### src/rtl/bpt_pkg.sv
// Shared types and fixed constants for the Bezier point and tangent evaluator.
package bpt_pkg;

    localparam int CFG_DEG_W    = 3;
    localparam int CFG_DEG_RST  = 3;
    localparam int IDX_IN_W     = 3;
    localparam int TAN_EXTRA    = 5;

    localparam logic OP_LOAD = 1'b0;
    localparam logic OP_EVAL = 1'b1;

    // Per-cycle commands from the sequencer to both axis datapaths
    typedef struct packed {
        logic fill_wr;     // write store data into the work line
        logic sub_en;      // latch a and b - a from the line head
        logic mul_en;      // multiply the difference by the current factor
        logic step_wr;     // shift the line and write the interpolated value
        logic drop_shift;  // shift the line without a write
        logic pt_cap;      // capture the final interpolated value as the point
    } bpt_ctrl_t;

endpackage

### src/rtl/bpt_seq.sv
// Sequencer: fills the work lines, steps the levels and issues the tangent multiply.
module bpt_seq #(
    parameter int T_FRAC_BITS = 16,
    parameter int IDX_W       = 3
) (
    input  logic                     clk,
    input  logic                     rst_n,
    input  logic                     start,
    input  logic [IDX_W-1:0]         deg,
    input  logic [T_FRAC_BITS:0]     t_sat,
    input  logic                     out_free,
    output logic                     idle,
    output logic                     cap,
    output logic [IDX_W-1:0]         rd_addr,
    output logic [IDX_W-1:0]         wr_idx,
    output logic [T_FRAC_BITS:0]     mul_k,
    output bpt_pkg::bpt_ctrl_t       ctrl
);
    import bpt_pkg::*;

    localparam logic [3:0] S_IDLE    = 4'd0;
    localparam logic [3:0] S_FILL_RD = 4'd1;
    localparam logic [3:0] S_FILL_WR = 4'd2;
    localparam logic [3:0] S_SUB     = 4'd3;
    localparam logic [3:0] S_MUL     = 4'd4;
    localparam logic [3:0] S_ADD     = 4'd5;
    localparam logic [3:0] S_DROP    = 4'd6;
    localparam logic [3:0] S_TAN     = 4'd7;
    localparam logic [3:0] S_FIN     = 4'd8;

    logic [3:0]       state_reg, state_next;
    logic [IDX_W-1:0] cnt_reg, cnt_next;
    logic [IDX_W-1:0] lvl_reg, lvl_next;

    always_comb
    begin
        state_next = state_reg;
        cnt_next   = cnt_reg;
        lvl_next   = lvl_reg;
        ctrl       = '0;
        cap        = 1'b0;
        wr_idx     = lvl_reg;
        mul_k      = t_sat;
        unique case (state_reg)
            S_IDLE:
            begin
                if (start)
                begin
                    cnt_next   = '0;
                    state_next = S_FILL_RD;
                end
            end
            S_FILL_RD:
            begin
                state_next = S_FILL_WR;
            end
            S_FILL_WR:
            begin
                ctrl.fill_wr = 1'b1;
                wr_idx       = cnt_reg;
                if (cnt_reg == deg)
                begin
                    cnt_next   = '0;
                    lvl_next   = deg;
                    state_next = S_SUB;
                end
                else
                begin
                    cnt_next   = cnt_reg + 1'b1;
                    state_next = S_FILL_RD;
                end
            end
            S_SUB:
            begin
                ctrl.sub_en = 1'b1;
                state_next  = S_MUL;
            end
            S_MUL:
            begin
                ctrl.mul_en = 1'b1;
                state_next  = S_ADD;
            end
            S_ADD:
            begin
                if (lvl_reg == IDX_W'(1))
                begin
                    ctrl.pt_cap = 1'b1;
                    state_next  = S_TAN;
                end
                else
                begin
                    ctrl.step_wr = 1'b1;
                    if (cnt_reg == IDX_W'(lvl_reg - 1'b1))
                    begin
                        state_next = S_DROP;
                    end
                    else
                    begin
                        cnt_next   = cnt_reg + 1'b1;
                        state_next = S_SUB;
                    end
                end
            end
            S_DROP:
            begin
                // Discard the last point of the finished level
                ctrl.drop_shift = 1'b1;
                lvl_next        = lvl_reg - 1'b1;
                cnt_next        = '0;
                state_next      = S_SUB;
            end
            S_TAN:
            begin
                ctrl.mul_en = 1'b1;
                mul_k       = (T_FRAC_BITS+1)'(deg);
                state_next  = S_FIN;
            end
            S_FIN:
            begin
                if (out_free)
                begin
                    cap        = 1'b1;
                    state_next = S_IDLE;
                end
            end
            default:
            begin
                state_next = S_IDLE;
            end
        endcase
    end

    always_ff @(posedge clk or negedge rst_n)
    begin
        if (!rst_n)
        begin
            state_reg <= S_IDLE;
            cnt_reg   <= '0;
            lvl_reg   <= '0;
        end
        else
        begin
            state_reg <= state_next;
            cnt_reg   <= cnt_next;
            lvl_reg   <= lvl_next;
        end
    end

    assign idle    = (state_reg == S_IDLE);
    assign rd_addr = cnt_reg;

endmodule

### config.mk
export PLATFORM = sky130hd
export DESIGN_NAME = bpt_seq
export DESIGN_NICKNAME = d
export VERILOG_FILES = /design/src/rtl/bpt_pkg.sv /design/src/rtl/bpt_seq.sv
export SDC_FILE = /design/constraint.sdc
export NUM_CORES = 1
export LEC_CHECK = 0
export BUFFER_PORTS_ARGS = -buffer_cell sky130_fd_sc_hd__buf_2
export CELL_PAD_IN_SITES_DETAIL_PLACEMENT = 1
export CELL_PAD_IN_SITES_GLOBAL_PLACEMENT = 1
export CORE_ASPECT_RATIO = 0.6
export CORE_UTILIZATION = 33
export CTS_CLUSTER_DIAMETER = 40
export DETAILED_ROUTE_END_ITERATION = 8
export GPL_ROUTABILITY_DRIVEN = 0
export MAX_ROUTING_LAYER = met4
export PLACE_DENSITY = 0.91
export SLEW_MARGIN = 0
export SYNTH_ARGS = -nofsm -noshare
export SYNTH_HDL_FRONTEND = slang
export SYNTH_SLANG_ARGS = --single-unit
### constraint.sdc
create_clock -name clk -period 4 [get_ports clk]
set_input_delay 0.8 -clock clk [delete_from_list [all_inputs] [get_ports clk]]
set_output_delay 0.8 -clock clk [all_outputs]
set_load 0.005 [all_outputs]
### Yosys cells after proc, flatten, opt, wreduce, memory -nomap -nowiden

Index checks and enable logic that the tools add are counted.

* bits in registers: 10
* input port bits: 24
* output and inout bits: 31
* logic and storage cells: 53

* add/subtract/negate cells: 2
* equality and inequality tests: 16
* multiplexer cells: 25
* reduce and logical (&&, ||, !) cells: 7

Operators by type and width (number)
* $pmux 4 s9: 1
* $mux 3: 7
* $mux 17: 1
* $eq 4x3->1 const B: 4
* $mux 4: 3
* $pmux 3 s4: 1
* $mux 1: 10
* $ne 2x2->1 const B: 5
* $eq 4x2->1 const B: 2
* $eq 3x3->1: 2
* $pmux 3 s2: 1
* $eq 4x1->1 const B: 1
* $eq 4x4->1 const B: 1
* $logic_not 4->1: 1
* $reduce_and 2->1: 2
* $reduce_and 4->1: 1
* $reduce_bool 4->1: 1
* $add 3x1->3 const B: 1
* $eq 3x1->1 const B: 1
* $sub 3x1->3 const B: 1
* $mux 2: 1
* $reduce_bool 2->1: 1
* $reduce_or 2->1: 1

### Depth between registers and ports, before layout

* depth in word-level cells: 5
* depth in mapped cells: 6
* mapped depth without buffers: 6

### Worst setup path before layout

Ideal clock, no wire load.

* kind: flip-flop to output port
* from: reg state_reg[0]
* to: out wr_idx[0]
* arrival time: 1.268 ns
* data required time: 3.200 ns
* setup slack: 1.932 ns
* cell stages (with the launch flop): 6
* path buffers: 1
* cell sequence: dfrtp_1 -> buf_6 -> or4b_4 -> clkinv_4 -> nand2_1 -> o21ai_0

* word-level cells in the longest chain between the ends: 2

RTL lines
* from (decl): line bpt_seq.sv:31 `logic [3:0] state_reg, state_next;`
* from (signal assigned): line bpt_seq.sv:143 `state_reg <= state_next;`
* $eq 4x2->1: line bpt_seq.sv:44 `unique case (state_reg)`
* $mux 3: line bpt_seq.sv:44
* to (decl): line bpt_seq.sv:15 `output logic [IDX_W-1:0] wr_idx,`

No other way between the ends.

### Worst setup path after layout

* from: reg state_reg[3]
* to: out mul_k[0]

* word-level cells in the longest chain between the ends: 2

RTL lines
* $eq 4x3->1: line bpt_seq.sv:44
* $mux 17: line bpt_seq.sv:44
* to (decl): line bpt_seq.sv:16 `output logic [T_FRAC_BITS:0] mul_k,`

No other way between the ends.

==> impl_metrics.toml <==
[die]
rows = 14
ios = 55
die_w_um = 72.3
die-height_um = 44.2
core_um2 = 2650
die_area_um2 = 3190
start_util = 0.369

[finish]
diodes = 0
final_util = 0.497
mostFrequentLayoutCell = "buf_2"
fill_cells = 331
multi_input_area_um2 = 649
drive_gt1_frac = 0.421
seqCellArea_um2 = 250
syn_to_final_growth_pct = 34.4
final_cell_mix = "buf_2, and2_1, dfrtp_1, inv_1, nor2_1"
final_nets = 192
largest_register_ffs = 4

[routing]
drtPass1Iterations = 4
via_per_inst = 5.30
drc_errors = 0
antenna_left = 0
num_vias = 1081
drt_iter0_markers = 81
wl_per_cell_um = 18.3
drt_wl_total_um = 3720

[sta]
holdWs_ns = 0.413
tightest_slew_ns = 0.498
slew_viol_final = 0
setup_tns_ns = 0
min_period_over_period = 0.696
clock_skew_ns = 0.00561
hold_violations = 0
timing.final.ws_setup_ns = 1.21
period_needed_ns = 2.79
fmax_mhz = 359
rsz0062_at_grt = "false"
setup_viol = 0
relSlewSlack = 0.668

[worst_setup_path]
worst_ep_required_time_ns = 3.20
start_kind = "flop"
rr_worst_depth = 6
arrival_ns = 1.99
cpPeakStageDelay_ns = 0.54
ff2ff_setup_slack_ns = 1.90
path_cells = "nand2b_1, or2_1, mux2_2, buf_2"
worstSetupPathType = "flop to output pin"
end_kind = "output pin"
r2r-end = "rd_addr[1]$_DFFE_PN0P_"
critPathMaxFanout = 18
worst_path_max_delay_cell = "dfrtp_1"
timing.rr.start = "lvl_reg[0]$_DFFE_PN0P_"

[yosys]
synth-xor-area-share = 0.0832
synth_fp_nets = 139
synthCells = 112
synth.area.mux_share = 0.0960
synthAdderAreaFrac = 0.0384
ys_seq_area_frac = 0.256
syn_area_per_cell_um2 = 8.72
synth_flop_cell = "dfrtp_1"
yosys_warnings = 0
synth_compound_area_frac = 0.166
synth-seq-cells = 10
async_reset_ff_frac = 1.00
synth-simple-area-share = 0.280
synthesis.area_um2 = 977
synth_edf_count = 0
post_synth_num_cell_types = 39
synth_top_family_by_area = "simple AND/OR/NAND/NOR gates"

[clock_tree]
cts_tree = "yes"
h-tree-depth = 1
cts_setup_buffers = 0
cts-resized-gates = 0
root_buffer = "clkbuf_8"
cts_made_buffers = 3
insertion_delay_ns = 0.25
clock_sinks = 10
clock_path_buffers = 2
clkSlewWorstSetupHoldPaths_ns = 0.05
cts_hold_buf = 0

[placed_design]
dp_hpwl_um = 2820
portBuffers = 54
preCtsSetupSlack_ns = 1.49

[grt]
grt_pass1_vias = 1077
antenna_found_initial = 0
grt_max_degree = 19
grt.total_usage = 0.255
overflow = 0
grt_pass1_wl_um = 5710

[power_and_ir_drop]
peakVddDrop_uv = 204
leakage_nw = 0.677
powerDensity_nw_per_um2 = 652
power.total_uw = 857

[worst_hold_path]
hold_path.class = "input port to async pin"

[status]
status = "finished, final reports clean"

[flow_run]
maxCapViolCount = 0
-- power by group --
part	switching [mW]	internal [mW]	total, mW
Combinational	0.289	0.220	0.509
Clock	0.0462	0.0870	0.133
Sequential	0.0755	0.139	0.214
Total	0.411	0.446	0.857
-- kinds of logic (layout without fill, tap and decap cells) --
family	Yosys count	in the layout
AOI/OAI and AO/OA	24	24
xor gates and xnor gates	6	6
adders and majority gates	3	3
buffers and inverters	15	67
DFF	10	10
muxes	9	9
and+or+nand+nor	45	45
-- how the worst max path moves through the flow --
| stage | slack, ns | to | cells past startpoint | startpoint |
|---|---|---|---|---|
| 3_3_place_gp | 1.67 | mul_k[0] | 4 | state_reg[3]$_DFFE_PN0P_ |
| 3_5_place_dp | 1.49 | mul_k[0] | 4 | state_reg[3]$_DFFE_PN0P_ |
| 2_1_floorplan | 1.93 | wr_idx[0] | 5 | state_reg[0]$_DFFE_PN0P_ |
| 6_report | 1.21 | mul_k[0] | 4 | state_reg[3]$_DFFE_PN0P_ |
| 4_1_cts | 1.20 | mul_k[0] | 4 | state_reg[3]$_DFFE_PN0P_ |
| 5_1_grt | 1.11 | mul_k[0] | 4 | state_reg[3]$_DFFE_PN0P_ |
-- cell usage after synthesis, types with 3 or more instances --
master	number	share of area
nand2b_1	5	0.032
and2_1	14	0.090
dfrtp_1	10	0.26
nor2_1	8	0.031
inv_1	8	0.031
nand2_1	6	0.023
nor3_1	3	0.015
o21ai_0	5	0.026
o21ai_1	3	0.015
a21oi_1	6	0.031
mux2i_1	6	0.061
ha_1	3	0.038
clkbuf_1	3	0.012
-- worst max-delay path: cells and delay by family, from the launching register on --
family | cells | cell delay [ns]
buffers and inverters | 1 | 0.12
and+or+nand+nor | 2 | 0.67
DFF | 1 | 0.54
muxes | 1 | 0.39
-- metal layers --
| metal | vias to the layer above | wire, µm | track usage |
|---|---|---|---|
| li1 | 487 | - | - |
| met1 | 531 | 1620 | 0.313 |
| met2 | 55 | 1810 | 0.415 |
| met3 | 8 | 236 | 0.0615 |
| met4 | 0 | 61 | 0.0902 |
| met5 | - | 0 | - |
-- area by class of cell --
class / instances / area share
multi-input combinational: 87 / 0.494
timing repair buffer: 54 / 0.206
tap: 40 / 0.0381
sequential: 10 / 0.190
clock buffer: 4 / 0.0419
inverter: 9 / 0.0295
-- metrics by stage --
step | instance area [µm²] | std cells
2_1_floorplan | 977 | 112
3_3_place_gp | 1260 | 200
3_5_place_dp | 1260 | 200
4_1_cts | 1310 | 204
5_1_grt | 1310 | 204
6_report | 1310 | 204
Power figures use the tool's default switching activity.
