**src/rtl/bpt_pkg.sv**
```systemverilog
// Shared types and fixed constants for the Bezier point and tangent evaluator.
package bpt_pkg;

    localparam int CFG_DEG_W    = 3;
    localparam int CFG_DEG_RST  = 3;
    localparam int IDX_IN_W     = 3;
    localparam int TAN_EXTRA    = 5;

    localparam logic OP_LOAD = 1'b0;
    localparam logic OP_EVAL = 1'b1;

    // Per-cycle commands from the sequencer to both axis datapaths
    typedef struct packed {
        logic fill_wr;     // write store data into the work line
        logic sub_en;      // latch a and b - a from the line head
        logic mul_en;      // multiply the difference by the current factor
        logic step_wr;     // shift the line and write the interpolated value
        logic drop_shift;  // shift the line without a write
        logic pt_cap;      // capture the final interpolated value as the point
    } bpt_ctrl_t;

endpackage

```
**src/rtl/bpt_lerp_unit.sv**
```systemverilog
// Shared interpolation unit: subtract and multiply are registered, then scale and add combinationally.
module bpt_lerp_unit #(
    parameter int COORD_BITS  = 32,
    parameter int T_FRAC_BITS = 16
) (
    input  logic                                          clk,
    input  logic                                          sub_en,
    input  logic                                          mul_en,
    input  logic signed [COORD_BITS-1:0]                  op_a,
    input  logic signed [COORD_BITS-1:0]                  op_b,
    input  logic        [T_FRAC_BITS:0]                   mul_k,
    output logic signed [COORD_BITS-1:0]                  res,
    output logic signed [COORD_BITS+bpt_pkg::TAN_EXTRA-1:0] tan
);
    import bpt_pkg::*;

    localparam int D_W = COORD_BITS + 1;
    localparam int K_W = T_FRAC_BITS + 2;
    localparam int P_W = D_W + K_W;

    logic signed [COORD_BITS-1:0] a_reg;
    logic signed [D_W-1:0]        d_reg;
    logic signed [P_W-1:0]        prod_reg;
    logic signed [P_W-1:0]        scaled;
    logic signed [P_W-1:0]        sum;

    always_ff @(posedge clk)
    begin
        if (sub_en)
        begin
            a_reg <= op_a;
            d_reg <= $signed({op_b[COORD_BITS-1], op_b}) - $signed({op_a[COORD_BITS-1], op_a});
        end
        if (mul_en)
        begin
            prod_reg <= P_W'(d_reg * $signed({1'b0, mul_k}));
        end
    end

    // Arithmetic shift floors toward minus infinity; the sum stays between a and b
    always_comb
    begin
        scaled = prod_reg >>> T_FRAC_BITS;
        sum    = $signed({{(P_W-COORD_BITS){a_reg[COORD_BITS-1]}}, a_reg}) + scaled;
    end

    assign res = sum[COORD_BITS-1:0];
    assign tan = prod_reg[COORD_BITS+TAN_EXTRA-1:0];

endmodule

```
**src/rtl/bpt_axis.sv**
```systemverilog
// One coordinate axis: de Casteljau work line and its interpolation unit.
module bpt_axis #(
    parameter int COORD_BITS  = 32,
    parameter int T_FRAC_BITS = 16,
    parameter int DEPTH       = 8,
    parameter int IDX_W       = 3
) (
    input  logic                                            clk,
    input  bpt_pkg::bpt_ctrl_t                              ctrl,
    input  logic        [IDX_W-1:0]                         wr_idx,
    input  logic signed [COORD_BITS-1:0]                    fill_data,
    input  logic        [T_FRAC_BITS:0]                     mul_k,
    output logic signed [COORD_BITS-1:0]                    pt,
    output logic signed [COORD_BITS+bpt_pkg::TAN_EXTRA-1:0] tan
);
    import bpt_pkg::*;

    logic signed [COORD_BITS-1:0] line_reg  [DEPTH];
    logic signed [COORD_BITS-1:0] line_next [DEPTH];
    logic signed [COORD_BITS-1:0] pt_reg;
    logic signed [COORD_BITS-1:0] lerp_res;

    bpt_lerp_unit #(
        .COORD_BITS  (COORD_BITS),
        .T_FRAC_BITS (T_FRAC_BITS)
    ) u_lerp (
        .clk    (clk),
        .sub_en (ctrl.sub_en),
        .mul_en (ctrl.mul_en),
        .op_a   (line_reg[0]),
        .op_b   (line_reg[1]),
        .mul_k  (mul_k),
        .res    (lerp_res),
        .tan    (tan)
    );

    // The pair under work always sits at the head; new values land behind the level
    always_comb
    begin
        for (int k = 0; k < DEPTH; k++)
        begin
            line_next[k] = line_reg[k];
        end
        if (ctrl.step_wr || ctrl.drop_shift)
        begin
            for (int k = 0; k < DEPTH - 1; k++)
            begin
                line_next[k] = line_reg[k+1];
            end
        end
        if (ctrl.step_wr)
        begin
            line_next[wr_idx] = lerp_res;
        end
        else if (ctrl.fill_wr)
        begin
            line_next[wr_idx] = fill_data;
        end
    end

    always_ff @(posedge clk)
    begin
        for (int k = 0; k < DEPTH; k++)
        begin
            line_reg[k] <= line_next[k];
        end
        if (ctrl.pt_cap)
        begin
            pt_reg <= lerp_res;
        end
    end

    assign pt = pt_reg;

endmodule

```
**config.mk**
```make
export PLATFORM = sky130hd
export DESIGN_NAME = bpt_axis
export DESIGN_NICKNAME = d
export VERILOG_FILES = /design/src/rtl/bpt_pkg.sv /design/src/rtl/bpt_lerp_unit.sv /design/src/rtl/bpt_axis.sv
export SDC_FILE = /design/constraint.sdc
export NUM_CORES = 2
export LEC_CHECK = 0
export BUFFER_PORTS_ARGS = -buffer_cell sky130_fd_sc_hd__buf_2
export CAP_MARGIN = 20
export CORE_ASPECT_RATIO = 0.75
export CORE_UTILIZATION = 40
export CTS_CLUSTER_DIAMETER = 50
export CTS_CLUSTER_SIZE = 10
export DETAILED_ROUTE_END_ITERATION = 10
export PLACE_DENSITY_LB_ADDON = 0.12
export RECOVER_POWER = 100
export SLEW_MARGIN = 30
export SYNTH_ARGS = -nofsm -noshare
export SYNTH_HDL_FRONTEND = slang
export SYNTH_SLANG_ARGS = --single-unit
```
**constraint.sdc**
```tcl
create_clock -name clk -period 7.9 [get_ports clk]
set_input_delay 0.395 -clock clk [delete_from_list [all_inputs] [get_ports clk]]
set_output_delay 0.395 -clock clk [all_outputs]
set_load 0.05 [all_outputs]
```
# After elaboration in Yosys (flattened, before gate mapping)
# Memories as Yosys holds them, arrays and structs flattened.
# Cells that the tools add are included.
op_classes:
  muxes: 7
  bitwise_logic: 1
  add_sub_neg: 2
  magnitude_cmp: 2
  mul: 1
  reduce_logical: 2
ops:
  columns: ["operator", "count"]
  rows:
  - ["256-bit bitwise mux", 2]
  - ["256-bit two-way mux", 2]
  - ["224-bit two-way mux", 1]
  - ["32-bit demux with 3-bit select", 1]
  - ["33-bit by 18-bit multiplier with 48-bit output", 1]
  - ["32-bit by 32-bit subtractor with 33-bit output", 1]
  - ["32-bit adder", 1]
  - ["32-bit two-way mux", 1]
  - ["4-bit >= comparator, second input constant", 1]
  - ["4-bit by 1-bit less-than comparator with 1-bit output, second input constant", 1]
  - ["3-bit NOT with 4-bit output", 1]
  - ["1-bit logical AND", 1]
  - ["1-bit logical OR", 1]
word_totals:
  in_bits: 59
  mem_count: 1
  ff_bits: 145
  ramBits: 256
  out_inout_bits: 69
mem_list:
  columns: ["memory", "depth", "word_bits", "rd", "rd_ports_with_merged_regs", "wr", "line_no", "rtl"]
  rows:
  - ["line_reg", 8, 32, 8, 0, 8, "bpt_axis.sv:18", "logic signed [COORD_BITS-1:0] line_reg [DEPTH];"]

# Depth between registers and ports, before layout
logic_depth:
  ltp_word: 8
  depth_mapped: 24

# Hierarchy
# From an unflattened synthesis, not the netlist that was laid out.
unflattened:
  cells_unflattened: 4795
  hier_area_um2: 44308.7
modules_own_cells:
  columns: ["mod", "area_per_inst_um2", "instances", "seq_area_each_um2", "cells_per_inst"]
  rows:
  - ["bpt_lerp_unit", 25802.2, 1, 3393.3, 2754]
  - ["bpt_axis", 18506.5, 1, 6406.1, 2041]

# Worst setup path after synthesis
# No wires, ideal clock.
synth_timing:
  kind: "input to register"
  from: "input mul_k[10]"
  to: "register u_lerp.prod_reg[47], data pin"
  path_stages: 23
  t_arrival_ns: 6.191
  slack_ns: 1.519
  path_buffers: 2
  cell_sequence: "clkbuf_1 -> clkbuf_1 -> nand2_1 -> fa_1 -> inv_1 -> fa_1 -> inv_1 -> fa_1 -> inv_1 -> fa_1 -> fa_1 -> inv_1 -> fa_1 -> inv_1 -> ha_1 -> and2_1 -> a221oi_1 -> o21a_1 -> o221a_2 -> a211o_1 -> o31ai_1 -> o311a_1 -> a2111oi_2"
synth_via:
  elab_chain_cells: 1
synth_lines:
  columns: ["item", "line_no", "rtl"]
  rows:
  - ["start: declaration", "bpt_axis.sv:12", "input logic [T_FRAC_BITS:0] mul_k,"]
  - ["33-bit by 18-bit multiplier with 48-bit output", "bpt_lerp_unit.sv:36", "prod_reg <= P_W'(d_reg * $signed({1'b0, mul_k}));"]
  - ["end signal: assignment", "bpt_lerp_unit.sv:36", null]
  - ["end: declaration", "bpt_lerp_unit.sv:23", "logic signed [P_W-1:0] prod_reg;"]
# Every way passes these cells.
# A chain may end at the register's enable or synchronous reset.

# Final worst setup path
layout_timing:
  from: "register u_lerp.d_reg[17]"
  to: "register u_lerp.prod_reg[47], data pin"
layout_via:
  elab_chain_cells: 1
layout_lines:
  columns: ["item", "line_no", "rtl"]
  rows:
  - ["start: declaration", "bpt_lerp_unit.sv:22", "logic signed [D_W-1:0] d_reg;"]
  - ["start signal: assignment", "bpt_lerp_unit.sv:32", "d_reg <= $signed({op_b[COORD_BITS-1], op_b}) - $signed({op_a[COORD_BITS-1], op_a});"]
  - ["33-bit by 18-bit multiplier with 48-bit output", "bpt_lerp_unit.sv:36", null]
# Every way passes these cells.

==> flow_summary.toml <==
[logic_synthesis]
synth_nets = 5439
yosys-top-cells-area = "fa_1 25%, edfxtp_1 13%, dfxtp_1 11%"
yosys.area.top_type = "fa_1"
synth_area_mm2 = 0.0414
postSynthCellCount = 4686
ys_seq_elements = 401
synth_warnings = 0
synth_sequential_area_ratio_pct = 23.7
ys_types = 92
synth-edff-count = 177
async_flop_share_pct = 0
synth_top_area_share_pct = 25.0
synth-main-ff-cell = "dfxtp_1"
avgSynthCellArea_um2 = 8.84
synthTopCellsByCount = "712 x inv_1, 712 x nand2_1, 518 x fa_1, 321 x and2_1, 251 x clkbuf_1"

[global_route]
use_met3_pct = 3.33
grt_start_max_net_pins = 145
antenna_found_initial = 1
use_met2_pct = 36.1
busiest_layer = "met1"
grt_pass1_wl_mm = 201
grt_use_total_pct = 24.7
grt_remaining_overflow = 0
grtUsageMet1_pct = 38.7
grt_pass1_vias = 32700

[timing]
drv_slew = 406
timing.final.ws_setup_ns = 0.656
rsz0062_at_grt = "no"
setup_violations = 0
fmax_mhz = 138
period_share_pct = 91.7
hold_violations = 0
worst_pin_slew_ns = 4.09
max-slew-margin-rel_pct = -172
timing.hold.ws_ns = 0.0759
post-route-min-period_ns = 7.24
finClkSkew_ns = 0.0192
tns_ns = 0

[critical_path]
worstSetupEndpointType = "flop"
critPathKind = "flop to flop"
start_kind = "flop"
worstPathRequired_ns = 8.32
worstPathMaxFanout = 17
arrival_ns = 7.66
regToRegSetupSlack_ns = 0.66

[finish]
nets = 5368
syn2layout_area_growth_pct = 6.71
largest_reg_flops = 256
drive_gt1_share_pct = 4.32
final_util_pct = 43.4

[route]
avgViaCountPerCell = 5.53
final_antenna_net_count = 0
route.detailed.drc = 0
drt_pre_antenna_iters = 5
wl_per_cell_um = 21.6
first_iter_violations = 2782
routed_wl_mm = 129
vias = 33100

[floorplanning]
io_pins = 128
initial_utilization_pct = 40.7
die_w_um = 374
die_y_um = 281
rows = 101
core_region_area_mm2 = 0.102
dieArea_mm2 = 0.105

[clock_network]
clk_path_buf_depth = 3
root_buffer = "clkbuf_16"
clkLatencyLatePin_ns = 0.62
htreeDepth = 2
cts_hold_buf = 0
post_cts_resized = 0
cts_tree = "done"
cts_sinks = 401
clk_pin_slew_ns = 0.06
cts_buffers = 49
post-cts-setup-buffers = 0

[placement]
gp_congestion = 0.895
dp_slack_ns = 0.680
hpwl_mm = 97.3
numPortBuffers = 127

[status]
outcome = "finished, violations left"
violations = "capacitance limit, slew limit"

[run]
max_cap_violations = 11

[worst_hold_path]
min_path_type = "input pin to flop"
## cell type report
| cell class | instances | area, µm² |
|---|---|---|
| fill | 10100 | 57700 |
| multi-input combinational | 3257 | 27500 |
| sequential | 401 | 9800 |
| inverter | 714 | 2680 |
| tap | 1339 | 1680 |
| clock buffer | 75 | 1360 |
| timing repair buffer | 192 | 1050 |
| clock inverter | 11 | 86.3 |
| antenna | 2 | 5.00 |
## logic make-up (layout without fill, tap and decap cells)
group,count (synthesis),after routing,share of synthesized area (%)
AOI/OAI and AO/OA,954,954,15.3
xor gates and xnor gates,98,98,2.09
adders and majority gates,694,694,30.4
buffers and inverters,1028,992,9.66
DFF,401,401,23.7
muxes,149,149,3.60
other,0,2,0
and+or+nand+nor,1362,1362,15.3
## cell usage in the layout (no fill, tap or decap), types with 12 or more instances in the layout
cell	count
o221ai_1	107
nor2b_1	19
a21oi_1	215
a211oi_1	40
a21o_1	41
a311oi_1	19
a31oi_1	51
clkbuf_1	104
nand2_1	712
o22ai_1	164
ha_1	176
xnor2_1	69
fa_1	518
o21a_1	21
nor2_1	163
and2_0	14
o21ai_0	156
a22oi_1	19
nand3_1	35
mux2i_1	148
buf_4	54
o21bai_1	12
and3_1	19
clkbuf_16	50
and2_1	309
nor3_1	23
buf_2	55
xor2_1	29
o22a_1	20
inv_1	712
dfxtp_1	224
edfxtp_1	177
## per-layer routing
metal / up-vias / wire, µm
li1: 15300 / -
met1: 16700 / 65300
met2: 954 / 53900
met3: 126 / 7950
met4: 0 / 1970
met5: - / 0
## critical path: stages (launching register included)
cell and delay (ns):
edfxtp_1 0.88, nand2_1 0.17, fa_1 0.57, inv_1 0.05, fa_1 0.48, fa_1 0.59, fa_1 0.44, fa_1 0.54
inv_1 0.06, fa_1 0.47, inv_1 0.04, ha_1 0.45, and3_1 0.27, nand4_1 0.24, nor3_1 0.21, o31ai_1 0.23
a211o_1 0.47, o31ai_1 0.46, nor2_1 0.11, a2111oi_2 0.29
## worst paths after layout
path | startpoint | end | cells after the start
worst max-delay path | u_lerp.d_reg[17] | u_lerp.prod_reg[47] | 19
worst min-delay path | fill_data[19] | line_reg[1][115] | 3
worst max register to register | u_lerp.d_reg[17] | u_lerp.prod_reg[47] | 19
worst min register to register | line_reg[0][29] | u_lerp.a_reg[29] | 0
## through the flow
stage	cells	instance area, µm²
floorplan	4686	41400
global placement	5900	43000
detailed placement	5902	43000
CTS	5988	44500
global route	5989	44200
finish	5991	44200
Power is not shown: default switching activity piles up to over one toggle a cycle in this logic, so the estimate is an artifact.
